===== config.mk =====
export PLATFORM = sky130hd
export DESIGN_NAME = grlos_iter
export DESIGN_NICKNAME = d
export VERILOG_FILES = /design/src/rtl/grid_ray_line_of_sight_core_macros.svh /design/src/rtl/grlos_pkg.sv /design/src/rtl/grlos_iter.sv
export SDC_FILE = /design/constraint.sdc
export NUM_CORES = 1
export LEC_CHECK = 0
export BUFFER_PORTS_ARGS = -buffer_cell sky130_fd_sc_hd__buf_2
export CAP_MARGIN = 20
export CORE_ASPECT_RATIO = 1.1
export CORE_MARGIN = 1
export CORE_UTILIZATION = 46
export DETAILED_ROUTE_END_ITERATION = 16
export HOLD_SLACK_MARGIN = 0.02
export PLACE_DENSITY = 0.69
export SETUP_SLACK_MARGIN = 0.15
export SLEW_MARGIN = 20
export SYNTH_ARGS = -nofsm -noshare
export SYNTH_HDL_FRONTEND = slang
export SYNTH_SLANG_ARGS = --single-unit
export TNS_END_PERCENT = 1

===== constraint.sdc =====
create_clock -name clk -period 4.1 [get_ports clk]
set_clock_uncertainty 0.15 [all_clocks]
set_input_delay 0.82 -clock clk [delete_from_list [all_inputs] [get_ports clk]]
set_output_delay 0.82 -clock clk [all_outputs]
set_load 0.05 [all_outputs]

===== src/rtl/grid_ray_line_of_sight_core_macros.svh =====
// Assertion macros for the line-of-sight core.
`ifndef GRID_RAY_LINE_OF_SIGHT_CORE_MACROS_SVH
`define GRID_RAY_LINE_OF_SIGHT_CORE_MACROS_SVH

// Same-cycle implication, checked outside reset.
`define GRLOS_ASSERT_NOW(lbl, ante, cons) \
    lbl: assert property (@(posedge clk) disable iff (!rst_n) (ante) |-> (cons)) \
        else $error("grlos: same-cycle check failed");

// Next-cycle implication, checked outside reset.
`define GRLOS_ASSERT_NEXT(lbl, ante, cons) \
    lbl: assert property (@(posedge clk) disable iff (!rst_n) (ante) |=> (cons)) \
        else $error("grlos: next-cycle check failed");

`endif


===== src/rtl/grlos_pkg.sv =====
// Shared types and constants of the line-of-sight core.
package grlos_pkg;

    localparam int COL_W = 7;
    localparam int ROW_W = 6;
    localparam int MW_W  = 8;
    localparam int MH_W  = 7;
    localparam int CFG_W = 8;

    localparam int DEF_MAX_COLS    = 128;
    localparam int DEF_MAX_ROWS    = 64;
    localparam int DEF_TILE_PIXELS = 32;
    localparam int DEF_STEP_PIXELS = 12;

    // Q.8 positions; magnitude squared is scaled by 2^16 before the root
    localparam int FRAC_BITS  = 8;
    localparam int SCALE_BITS = 2 * FRAC_BITS;
    localparam int M2_W   = 15;
    localparam int RAD_W  = 32;
    localparam int ROOT_W = RAD_W / 2;

    localparam logic [MW_W-1:0] RST_MAP_WIDTH  = 8'd79;
    localparam logic [MH_W-1:0] RST_MAP_HEIGHT = 7'd24;

    localparam logic REG_MAP_WIDTH  = 1'b0;
    localparam logic REG_MAP_HEIGHT = 1'b1;

    localparam logic ACT_WRITE = 1'b0;
    localparam logic ACT_QUERY = 1'b1;

    typedef enum logic {
        OP_SQRT,
        OP_DIV
    } iter_op_t;

    typedef struct packed {
        logic     go;
        iter_op_t op;
    } iter_req_t;

endpackage


===== src/rtl/grlos_iter.sv =====
// Shared iterative unit: digit-by-digit square root and restoring division.
module grlos_iter #(
    parameter int AW = 32,
    parameter int BW = 16
) (
    input  logic                clk,
    input  logic                rst_n,
    input  grlos_pkg::iter_req_t req,
    input  logic [AW-1:0]       a,
    input  logic [BW-1:0]       b,
    output logic                done,
    output logic [AW-1:0]       result
);
    import grlos_pkg::*;

    localparam int SUB_W = AW / 2 + 3;
    localparam int CNT_W = $clog2(AW + 1);

    logic             busy_reg;
    logic             done_reg;
    iter_op_t         op_reg;
    logic [CNT_W-1:0] cnt_reg;
    logic [AW-1:0]    acc_reg;
    logic [SUB_W-1:0] rem_reg;
    logic [AW-1:0]    q_reg;
    logic [BW-1:0]    div_reg;

    logic [SUB_W-1:0] rem_sh;
    logic [SUB_W-1:0] trial;
    logic [SUB_W:0]   diff;
    logic             take;

    always_comb
    begin
        if (op_reg == OP_SQRT)
        begin
            rem_sh = {rem_reg[SUB_W-3:0], acc_reg[AW-1:AW-2]};
            trial  = {q_reg[SUB_W-3:0], 2'b01};
        end
        else
        begin
            rem_sh = {rem_reg[SUB_W-2:0], acc_reg[AW-1]};
            trial  = SUB_W'(div_reg);
        end
        diff = {1'b0, rem_sh} - {1'b0, trial};
        take = !diff[SUB_W];
    end

    always_ff @(posedge clk or negedge rst_n)
    begin
        if (!rst_n)
        begin
            busy_reg <= 1'b0;
            done_reg <= 1'b0;
            op_reg   <= OP_SQRT;
            cnt_reg  <= '0;
            acc_reg  <= '0;
            rem_reg  <= '0;
            q_reg    <= '0;
            div_reg  <= '0;
        end
        else
        begin
            done_reg <= 1'b0;
            if (req.go)
            begin
                busy_reg <= 1'b1;
                op_reg   <= req.op;
                cnt_reg  <= (req.op == OP_SQRT) ? CNT_W'(AW / 2) : CNT_W'(AW);
                acc_reg  <= a;
                rem_reg  <= '0;
                q_reg    <= '0;
                div_reg  <= b;
            end
            else if (busy_reg)
            begin
                rem_reg <= take ? diff[SUB_W-1:0] : rem_sh;
                q_reg   <= {q_reg[AW-2:0], take};
                acc_reg <= (op_reg == OP_SQRT) ? {acc_reg[AW-3:0], 2'b00}
                                               : {acc_reg[AW-2:0], 1'b0};
                cnt_reg <= cnt_reg - CNT_W'(1);
                if (cnt_reg == CNT_W'(1))
                begin
                    busy_reg <= 1'b0;
                    done_reg <= 1'b1;
                end
            end
        end
    end

    assign done   = done_reg;
    assign result = q_reg;

endmodule


# Yosys cells after proc, flatten, opt, wreduce, memory -nomap -nowiden
# Index checks and enable logic that the tools add are counted.
# classes
n_addsub	2
reduce_logical	2
mux	19
eq_ne	1
# ops
op	n
32-bit 2-to-1 mux	5
18-bit 2-to-1 mux	3
19-bit 2-to-1 mux	2
19-bit by 19-bit subtractor with 20-bit output	1
6-bit 2-to-1 mux	3
6-bit by 1-bit == test with 1-bit output, second input constant	1
1-bit 2-to-1 mux	6
6-bit by 1-bit subtractor with 6-bit output, second input constant	1
2-bit nonzero test	1
1-bit zero test	1
# totals
reg_bits	107
in_bits	52
wordCells	32
out_inout_bits	33

# Depth between registers and ports, before layout
# Gate-level depths: netlist of run 1.
# logic_depth
ltp_word	5
ltp_mapped	17
ltp_nobuf	12

# Least setup slack after synthesis of run 1
# Ideal clock, no wire load.
# synth_path
kind	flip-flop to flip-flop
startpoint	register op_reg
endpoint	register rem_reg[2]
path_buffers	6
synth_period_minus_slack_ps	3855
path_stages_with_launch	18
path_slack_ps	245
t_required_ps	3805
setup_ps	145
arrival_ps	3560
path_cell_list	dfrtp_1 -> clkbuf_1 -> buf_2 -> buf_2 -> buf_1 -> mux2i_1 -> ha_1 -> a21o_1 -> a21o_1 -> a21oi_2 -> a21oi_2 -> o211ai_4 -> a21oi_4 -> or2_1 -> buf_6 -> buf_12 -> o21ai_2 -> a211oi_2
# synth_between
elab_chain_len	5
elab_cells_between_ends	6
classes_between	1 x add/sub; 5 x mux
# synth_rtl
element	line	source
start, declared	grlos_iter.sv:21	iter_op_t op_reg;
start signal, assigned	grlos_iter.sv:68	op_reg <= req.op;
19-bit 2-to-1 mux	grlos_iter.sv:35	if (op_reg == OP_SQRT)
19-bit by 19-bit subtractor with 20-bit output	grlos_iter.sv:45	diff = {1'b0, rem_sh} - {1'b0, trial};
18-bit 2-to-1 mux (*)	grlos_iter.sv:77	rem_reg <= take ? diff[SUB_W-1:0] : rem_sh;
18-bit 2-to-1 mux (*)	grlos_iter.sv:75	else if (busy_reg)
18-bit 2-to-1 mux (*)	grlos_iter.sv:65	if (req.go)
end signal, assigned	grlos_iter.sv:77	
end, declared	grlos_iter.sv:24	logic [SUB_W-1:0] rem_reg;
# Every way passes the cells marked *; elsewhere a longest branch is shown, timed or not. The select of a mux whose other input is x is not followed.
# A chain may end at the register's enable or synchronous reset.

# Worst setup path in the final report of run 1
# layout_path
startpoint	register op_reg
endpoint	register rem_reg[13]
# The elaborated chain is that of the path after synthesis.

==> results of run 1 <==
==> layout by cell type, fill, tap and decap left out, types with 4 or more instances in the layout <==
cell type / Yosys / routed
sky130_fd_sc_hd__nor2_1: 61 / 61
sky130_fd_sc_hd__buf_4: 0 / 9
sky130_fd_sc_hd__a31oi_1: 5 / 5
sky130_fd_sc_hd__buf_2: 3 / 82
sky130_fd_sc_hd__xnor2_1: 11 / 11
sky130_fd_sc_hd__ha_1: 21 / 21
sky130_fd_sc_hd__nand2b_1: 7 / 7
sky130_fd_sc_hd__dfrtp_1: 107 / 105
sky130_fd_sc_hd__a21oi_1: 8 / 8
sky130_fd_sc_hd__a211oi_1: 13 / 13
sky130_fd_sc_hd__o21a_1: 4 / 4
sky130_fd_sc_hd__clkbuf_16: 0 / 9
sky130_fd_sc_hd__xor2_1: 7 / 7
sky130_fd_sc_hd__nor2b_1: 4 / 4
sky130_fd_sc_hd__mux2_2: 32 / 32
sky130_fd_sc_hd__mux2i_1: 86 / 86
sky130_fd_sc_hd__nand2_1: 80 / 80
sky130_fd_sc_hd__o21ai_0: 70 / 70
sky130_fd_sc_hd__a21o_1: 10 / 10
sky130_fd_sc_hd__inv_1: 9 / 9
==> per-layer routing <==
| layer | vias up | global-route usage | wire, um |
|---|---|---|---|
| met5 | - | 0 | 0 |
| met4 | 0 | 0.0408 | 97 |
| met3 | 7 | 0.0521 | 551 |
| met2 | 95 | 0.337 | 6060 |
| met1 | 2280 | 0.247 | 6000 |
| li1 | 2310 | - | - |
==> kinds of logic after synthesis <==
family,after synthesis
compound gates,136
flops,107
buf+inv,49
xor+xnor,18
simple gates,172
mux,118
fa+ha+maj,22
==> stage by stage <==
stage | cell area [um^2] | util
final | 7090 | 0.539
after detailed placement | 6740 | 0.512
after global placement | 6740 | 0.512
after floorplan | 6190 | -
after global routing | 7090 | 0.539
after CTS | 7090 | 0.539
==> area by class of cell <==
type,count,share of cell area
clock buffers,9,0.0318
clock inverters,7,0.0176
inverters,9,0.00477
multi-input cells,466,0.466
flip-flops and latches,107,0.379
well taps,161,0.0284
repair buffers,93,0.0731
==> path summary, 6_finish.rpt <==
check	slack, ns	start	endpoint
worst max-delay path	0.50	op_reg	rem_reg[13]
worst min-delay path	0.36	div_reg[9]	div_reg[9]
worst max register to register	0.50	op_reg	rem_reg[13]
worst min register to register	0.36	div_reg[9]	div_reg[9]
max in group asynchronous	2.69	rst_n	result[30]
min in group asynchronous	0.38	rst_n	acc_reg[8]
==> worst register-to-register path: cells and delay by family, from the launching register on <==
kind                     cells  cell delay (ns)
buffers and inverters        2             0.54
adder cells (fa/ha/maj)      1             0.37
AND/OR/NAND/NOR              2             0.56
flip-flops                   1             0.64
multiplexers                 2             0.53
AO/OA/AOI/OAI                4             0.73
==> report_power, final <==
group / total (mW) / switching, mW / internal, mW
sequential: 1.38 / 0.161 / 1.22
combinational: 1.89 / 1.00 / 0.885
clock: 1.00 / 0.401 / 0.602
==> flow_metrics.tcl, run 1 <==
set metrics [dict create \
    outcome "complete, no violations" \
    totalPowerFinal_mw 4.28 \
    final_cycle_share 0.879 \
    setup_tns_ns 0 \
    worst-setup-path-type "flip-flop to flip-flop" \
    setup_viol_count_final 0 \
    max_clock_freq_mhz 278 \
    worstPathCellList "buf_4 > mux2_2 > ha_1 > a21o_1 > a21oi_1 > nor3b_2 > a21oi_4 > or2_1 > buf_4 > mux2i_1 > a211oi_1" \
    routed_wire_length_per_instance_um 14.9 \
    kind_of_cell_with_the_highest_combined_delay_on_the_critical_path "compound AO/OA/AOI/OAI gates" \
    post_synth_and_or_nand_nor_area_fraction 0.118 \
    timing.critical_path.from_type "flip-flop" \
    filler_cell_count 1183 \
    preCtsSetupSlack_ns 0.506 \
    max_slew_margin 0.456 \
    timing.critical_path.to_type "flip-flop" \
    antennaDiodeCount 0 \
    synthDominantAreaCellType "sky130_fd_sc_hd__dfrtp_1" \
    path_common_cell "sky130_fd_sc_hd__buf_4" \
    synth_top_family_by_area "multiplexers" \
    synth_flop_type "sky130_fd_sc_hd__dfrtp_1" \
    tritoncts_num_sinks 107 \
    port-buffer-count 84 \
    post-route-min-period_ns 3.60 \
    yosys_register_bits 107 \
    multiInputGateArea_um2 3300 \
    synth-warning-count 0 \
    post_synth_inst_count 622 \
    seq_area_um2 2690 \
    detailed_place_hpwl_um 8700 \
    htree_num_levels 3 \
    fp-row-count 44 \
    number_of_standard_cells_in_the_layout_taps_in_and_fillers_out 852 \
    number_of_nets_with_antenna_violations_after_detailed_routing 0 \
    first_global_vias 4664 \
    final-hold-violation-count 0 \
    crit_cells 11 \
    gpl.final_weighted_congestion 0.872 \
    grt_util_all_layers 0.195 \
    cpMaxStageDelayCell "sky130_fd_sc_hd__dfrtp_4" \
    final_max_slew_viol_count 0 \
    timing.reg2reg.worst_path_depth 11 \
    crit_required_ns 4.22 \
    finalWirelength_um 12700 \
    postCtsHoldBufs 0 \
    cts_post_setup_buffers_inserted 0 \
    synth_compound_area_frac 0.147 \
    fin_nets 760 \
    drc 0 \
    power.density_nw_per_um2 603 \
    antenna_found_initial 0 \
    area_delta_synth_final_pct 14.5 \
    clock_latency_ns 0.36 \
    initial_utilization 0.470 \
    hold_ws_ns 0.356 \
    grt_pass1_wl_um 21800 \
    worstMarginPinSlew_ns 0.816 \
    worst-endpoint-arrival_ns 3.72 \
    synth-adder-area-share 0.0457 \
    share_of_cells_above_drive_strength_1 0.233 \
    number_of_flops_mapped_to_enable_cells_by_yosys 0 \
    chipWidth_um 113 \
    core_area_um2 13200 \
    timing.max_cap.violations 0 \
    tritoncts.num_buffers 9 \
    final.setup.worst_slack_ns 0.496 \
    grt_remaining_overflow 0 \
    synth_top_area_share 0.433 \
    static-leakage-power_nw 3.69 \
    cts.repair.resized 0 \
    design.portCount 85 \
    syn_area_per_cell_um2 9.95 \
    synth_xor_xnor_area_share 0.0255 \
    die-area_um2 13900 \
    worstPathBufferInverterCount 2 \
    setup_repair_after_global_routing_missed_its_margin "no" \
    syn-cell-area_um2 6190 \
    drt_first_iter_violations 224 \
    detail_route.vias_per_cell 5.51 \
    synth_cell_type_count 54 \
    clock_tree.root_cell "sky130_fd_sc_hd__clkbuf_16" \
    seq_area_frac_synth 0.433 \
    worst_hold_path_type "flip-flop to flip-flop" \
    synth.net_count 696 \
    clock_slew_at_reported_path_ffs_ns 0.08 \
    die_y_um 124 \
    place.detailed.instances 836 \
    num_vias 4692 \
    drt_pre_antenna_iters 4 \
    synth_commonest_cells "sky130_fd_sc_hd__dfrtp_1 (107), sky130_fd_sc_hd__mux2i_1 (86), sky130_fd_sc_hd__nand2_1 (80)" \
    critPathMaxStageDelay_ns 0.64 \
    crit_path_max_fanout 25 \
    synthMostInstantiatedCell "sky130_fd_sc_hd__dfrtp_1" \
    vdd_drop_max_mv 0.417 \
    min_delay_path_depth 1 \
    synthArstFlopShare 1.00 \
    synthTopCellsByArea "sky130_fd_sc_hd__dfrtp_1 (43%), sky130_fd_sc_hd__mux2i_1 (14%), sky130_fd_sc_hd__mux2_2 (5.8%), sky130_fd_sc_hd__o21ai_0 (5.7%), sky130_fd_sc_hd__nand2_1 (4.9%)" \
    cts_tree "yes" \
    clk_path_buf_depth 2 \
    grt_max_degree 80 \
    synth_mux_area_frac 0.197 \
]
(Power assumes the default switching activity.)
==> inputs of run 2 (changes only) <==
Settings changed: CELL_PAD_IN_SITES_DETAIL_PLACEMENT from default to 1, CELL_PAD_IN_SITES_GLOBAL_PLACEMENT from default to 1, CORE_MARGIN 1 to 1.5, CORE_UTILIZATION 46 to 41, PLACE_DENSITY 0.69 to default, PLACE_DENSITY_LB_ADDON from default to 0.1.
==> run 2 against run 1 <==
  * Design area barely moved
  * Non-clock buffer count rose by 1
  * Sequential share of layout area barely moved
  * Power fell by 2.3%
  * Core utilization fell by 5.2 points
  * Routed wire length rose by 13%
  * Combinational power rose by 3%
  * Sequential power barely moved
  * Critical endpoint is now rem_reg[6]
==> flow_metrics.tcl, run 2 (synthesis gave the netlist of run 1 again) <==
set metrics [dict create \
    multiInputGateArea_um2 3300 \
    clock_tree.root_cell "sky130_fd_sc_hd__clkbuf_16" \
    worstPathBufferInverterCount 2 \
    post-route-min-period_ns 3.55 \
    setup_viol_count_final 0 \
    grt_max_degree 80 \
    final_cycle_share 0.866 \
    seq_area_um2 2690 \
    worst_hold_path_type "flip-flop to flip-flop" \
    die-area_um2 15800 \
    preCtsSetupSlack_ns 0.407 \
    timing.critical_path.from_type "flip-flop" \
    crit_path_max_fanout 15 \
    grt_remaining_overflow 0 \
    die_y_um 132 \
    drc 0 \
    detailed_place_hpwl_um 9890 \
    gpl.final_weighted_congestion 0.848 \
    clk_path_buf_depth 2 \
    num_vias 4670 \
    chipWidth_um 120 \
    finalWirelength_um 14400 \
    clock_slew_at_reported_path_ffs_ns 0.08 \
    filler_cell_count 1695 \
    drt_first_iter_violations 224 \
    port-buffer-count 84 \
    power.share.combinational 0.463 \
    antenna_found_initial 0 \
    pwr-share-seq 0.332 \
    timing.critical_path.to_type "flip-flop" \
    static-leakage-power_nw 3.66 \
    cpMaxStageDelayCell "sky130_fd_sc_hd__dfrtp_4" \
    setup_repair_after_global_routing_missed_its_margin "no" \
    worst-endpoint-arrival_ns 3.66 \
    fp-row-count 46 \
    clock_latency_ns 0.36 \
    grt_pass1_wl_um 25000 \
    crit_required_ns 4.22 \
    initial_utilization 0.425 \
    path_common_cell "sky130_fd_sc_hd__buf_4" \
    switching_share 0.393 \
    mostFrequentLayoutCells "sky130_fd_sc_hd__dfrtp_1 (105), sky130_fd_sc_hd__mux2i_1 (86), sky130_fd_sc_hd__buf_2 (82), sky130_fd_sc_hd__nand2_1 (80), sky130_fd_sc_hd__o21ai_0 (70)" \
    area_delta_synth_final_pct 14.5 \
    place.detailed.instances 867 \
    outcome "complete, no violations" \
    power_report.internal_total_mw 2.54 \
    max_clock_freq_mhz 282 \
    cts_tree "yes" \
    final.setup.worst_slack_ns 0.551 \
    routed_wire_length_per_instance_um 16.2 \
    first_global_vias 5071 \
    design.portCount 85 \
    power.switching_mw 1.64 \
    drt_pre_antenna_iters 4 \
    htree_num_levels 3 \
    tritoncts.num_buffers 9 \
    antennaDiodeCount 0 \
    share_of_cells_above_drive_strength_1 0.234 \
    final_max_slew_viol_count 0 \
    detail_route.vias_per_cell 5.28 \
    worst-setup-path-type "flip-flop to flip-flop" \
    core_area_um2 14600 \
    number_of_nets_with_antenna_violations_after_detailed_routing 0 \
    final-hold-violation-count 0 \
    power.density_nw_per_um2 589 \
    kind_of_cell_with_the_highest_combined_delay_on_the_critical_path "compound AO/OA/AOI/OAI gates" \
    setup_tns_ns 0 \
    pwr-share-clk 0.205 \
    final_common_cell "sky130_fd_sc_hd__dfrtp_1" \
    critPathMaxStageDelay_ns 0.59 \
    tritoncts_num_sinks 107 \
    vdd_drop_max_mv 0.331 \
    max_slew_margin 0.438 \
    number_of_standard_cells_in_the_layout_taps_in_and_fillers_out 884 \
    worstMarginPinSlew_ns 0.843 \
    worstPathCellList "buf_4 > mux2_2 > ha_1 > a21o_1 > a21oi_1 > nor3b_2 > a21oi_4 > or2_1 > buf_4 > mux2i_1 > a211oi_1" \
    timing.max_cap.violations 0 \
    grt_util_all_layers 0.194 \
    fin_nets 761 \
]
## run 2: routing by layer
metal	routed length, um	GRT usage
met5	0	0
met4	210	0.0608
met3	358	0.0355
met2	7100	0.322
met1	6690	0.256
## run 2: worst paths after layout
kind	endpoint	startpoint	cells after the start	slack, ns
max	rem_reg[6]	op_reg	11	0.55
min	div_reg[12]	div_reg[12]	1	0.36
max reg2reg	rem_reg[6]	op_reg	11	0.55
min reg2reg	div_reg[12]	div_reg[12]	1	0.36
max in group asynchronous	busy_reg	rst_n	2	2.65
min in group asynchronous	acc_reg[9]	rst_n	1	0.39
## run 2: power groups by stage
stage / combinational [mW] / sequential, mW / clock [mW]
after global routing: 2.16 / 1.42 / 0.932
final: 1.94 / 1.39 / 0.854
after CTS: 1.95 / 1.39 / 0.886
after global placement: 1.88 / 1.40 / 0
after floorplan: 1.59 / 1.36 / 0
after detailed placement: 1.94 / 1.41 / 0
## run 2: through the flow
stage	instance area [um^2]	hold slack (ns)	util	total power [mW]
floorplan	6190	0.322	-	2.95
detailed placement	6780	0.340	0.465	3.35
CTS	7060	0.364	0.485	4.23
global route	7090	0.380	0.487	4.51
global placement	6780	0.342	0.465	3.28
finish	7090	0.357	0.487	4.18
## run 2: area by class of cell
class / count / share of cell area
Clock buffer: 9 / 0.0318
Inverter: 9 / 0.00477
Sequential cell: 107 / 0.379
Clock inverter: 7 / 0.00847
Timing Repair Buffer: 94 / 0.0766
Tap cell: 192 / 0.0339
Multi-Input combinational cell: 466 / 0.466
## run 2: what timing repair did
action / CTS / global route
buffers inserted: 0 / 1
hold buffers: 0 / 0
resized for setup: 0 / 0
endpoints found under the hold margin: 0 / 0
endpoints found under the setup margin: 0 / 2
==> inputs of run 3 (changes only) <==
Settings changed: GPL_TIMING_DRIVEN from default to 0, RECOVER_POWER from default to 25, REMOVE_ABC_BUFFERS from default to 1.
==> run 3 against run 2 <==
  * Core utilization up 0.53 points
  * Global-route usage down 0.34 points
  * Die area unchanged
  * Worst hold slack worse by 0.11 ns
  * Critical path depth up 1
  * Design area up 1.1%
  * Sequential cell count unchanged
  * Maximum frequency down 1.6%
  * Final cell count up 0.11%
  * Via count up 0.39%
  * Power up 1.9%
  * Setup slack worse by 0.056 ns
  * Critical path type unchanged
  * Critical endpoint unchanged
==> flow_metrics.tcl, run 3 (synthesis gave the netlist of run 1 again) <==
set metrics [dict create \
    outcome "complete, no violations" \
    grt_remaining_overflow 0 \
    crit_path_max_fanout 45 \
    fin_nets 762 \
    clock_tree.root_cell "sky130_fd_sc_hd__clkbuf_16" \
    setup_repair_after_global_routing_missed_its_margin "no" \
    timing.reg2reg.worst_path_depth 12 \
    final_max_slew_viol_count 0 \
    r2r_start "op_reg" \
    clk_path_buf_depth 2 \
    cp-startpoint "op_reg" \
    tritoncts.num_buffers 9 \
    worst-endpoint-arrival_ns 3.72 \
    pwr-share-seq 0.321 \
    share_of_cells_above_drive_strength_1 0.237 \
    die-area_um2 15800 \
    power.switching_mw 1.61 \
    max_clock_freq_mhz 277 \
    htree_num_levels 3 \
    core_area_um2 14600 \
    grt_pass1_wl_um 24600 \
    gpl.final_weighted_congestion 0.790 \
    drc 0 \
    area_delta_synth_final_pct 15.8 \
    critPathMaxStageDelay_ns 0.45 \
    final_common_cell "sky130_fd_sc_hd__dfrtp_1" \
    first_global_vias 5074 \
    max_slew_margin 0.0437 \
    timing.critical_path.from_type "flip-flop" \
    cpMaxStageDelayCell "sky130_fd_sc_hd__dfrtp_4" \
    postCtsHoldBufs 0 \
    placedInstanceArea_um2 6820 \
    die_y_um 132 \
    antenna_found_initial 0 \
    mostFrequentLayoutCells "sky130_fd_sc_hd__dfrtp_1 (105), sky130_fd_sc_hd__mux2i_1 (86), sky130_fd_sc_hd__buf_2 (82), sky130_fd_sc_hd__nand2_1 (80), sky130_fd_sc_hd__o21ai_0 (70)" \
    worstMarginPinSlew_ns 1.43 \
    tritoncts_num_sinks 107 \
    final.setup.worst_slack_ns 0.495 \
    post-route-min-period_ns 3.61 \
    vdd_drop_max_mv 0.257 \
    switching_share 0.378 \
    final_cycle_share 0.879 \
    finalWirelength_um 14300 \
    fp-row-count 46 \
    initial_utilization 0.425 \
    chipWidth_um 120 \
    static-leakage-power_nw 3.71 \
    final-hold-violation-count 0 \
    worst_hold_path_type "input port to asynchronous set/reset pin" \
    drt_pre_antenna_iters 4 \
    design.portCount 85 \
    regToRegSetupSlack_ns 0.49 \
    number_of_nets_with_antenna_violations_after_detailed_routing 0 \
    worst-setup-path-type "flip-flop to flip-flop" \
    pwr-share-clk 0.213 \
    routed_wire_length_per_instance_um 16.2 \
    num_vias 4688 \
    timing.max_cap.violations 0 \
    worstPathCellList "buf_16 > mux2_2 > ha_1 > a21o_1 > a21o_1 > a21oi_2 > a21oi_2 > o211ai_4 > a21oi_4 > or2_2 > mux2i_1 > a211oi_1" \
    power.share.combinational 0.466 \
    power.density_nw_per_um2 594 \
    drt_first_iter_violations 154 \
    grt_util_all_layers 0.190 \
    preCtsSetupSlack_ns -0.412 \
    detail_route.vias_per_cell 5.30 \
    clock_slew_at_reported_path_ffs_ns 0.07 \
    cts_tree "yes" \
    setup_tns_ns 0 \
    setup_viol_count_final 0 \
    layout.core_utilization 0.492 \
    reg2reg_to "rem_reg[6]" \
    timing.critical_path.to_type "flip-flop" \
    detailed_place_hpwl_um 9480 \
    crit_required_ns 4.22 \
    grt_max_degree 98 \
    port-buffer-count 84 \
    antennaDiodeCount 0 \
    clock_latency_ns 0.36 \
    power_report.internal_total_mw 2.65 \
    fin_area_um2 7170 \
]
## run 3: cell count changes in the layout (fill, tap and decap cells not counted), sizes merged
cell,change
bufinv,+1
clkbuf,+3
clkinv,+1
clkinvlp,-3
inv,-2
or2,+1
## run 3: timing repair
item,CTS,global route
gates resized for setup,2,1
hold endpoints to repair,0,0
setup endpoints to repair,18,16
pin swaps,0,1
setup buffers,1,4
gates cloned,0,1
## run 3: how the worst max path moves through the flow
stage,depth (start not counted),slack (ns),end
global placement,11,-2.36,rem_reg[12]
global route,12,0.30,rem_reg[6]
finish,12,0.49,rem_reg[6]
detailed placement,13,-0.41,rem_reg[12]
floorplan,11,-1.0,rem_reg[10]
CTS,12,0.19,rem_reg[14]
## run 3: critical path: cells and delay by family (launching register included)
family	cells	cell delay, ns
compound gates	7	1.25
fa+ha+maj	1	0.38
buf+inv	1	0.27
flops	1	0.45
mux	2	0.55
simple gates	1	0.44
## run 3: through the flow
| step | total power [mW] | std cells | hold slack [ns] |
|---|---|---|---|
| final | 4.26 | 885 | 0.248 |
| after global routing | 4.59 | 885 | 0.276 |
| after CTS | 4.27 | 880 | 0.275 |
| after detailed placement | 3.31 | 863 | 0.349 |
| after global placement | 3.27 | 858 | 0.335 |
| after floorplan | 2.88 | 582 | 0.321 |
## run 3: cell type report
cell class	instances	area, um^2
fill	1659	7400
tap	192	240
sequential	107	2690
multi-input combinational	467	3320
clock buffer	12	256
inverter	9	33.8
clock inverter	4	48.8
timing repair buffer	94	586
## run 3: power groups by stage
stage          Clock, mW  Combinational, mW  Sequential (mW)
4_1_cts            0.942               1.95             1.37
3_3_place_gp           0               1.83             1.44
6_report           0.907               1.98             1.37
2_1_floorplan          0               1.47             1.42
3_5_place_dp           0               1.92             1.40
5_1_grt            0.976               2.22             1.40
## run 3: layer usage
layer,wire length (um),part of all wire,track usage,vias to the layer above
li1,-,-,-,2308
met1,6370,0.45,0.232,2307
met2,7160,0.50,0.334,63
met3,573,0.040,0.0441,10
met4,183,0.013,0.0536,0
met5,0,0,0,-
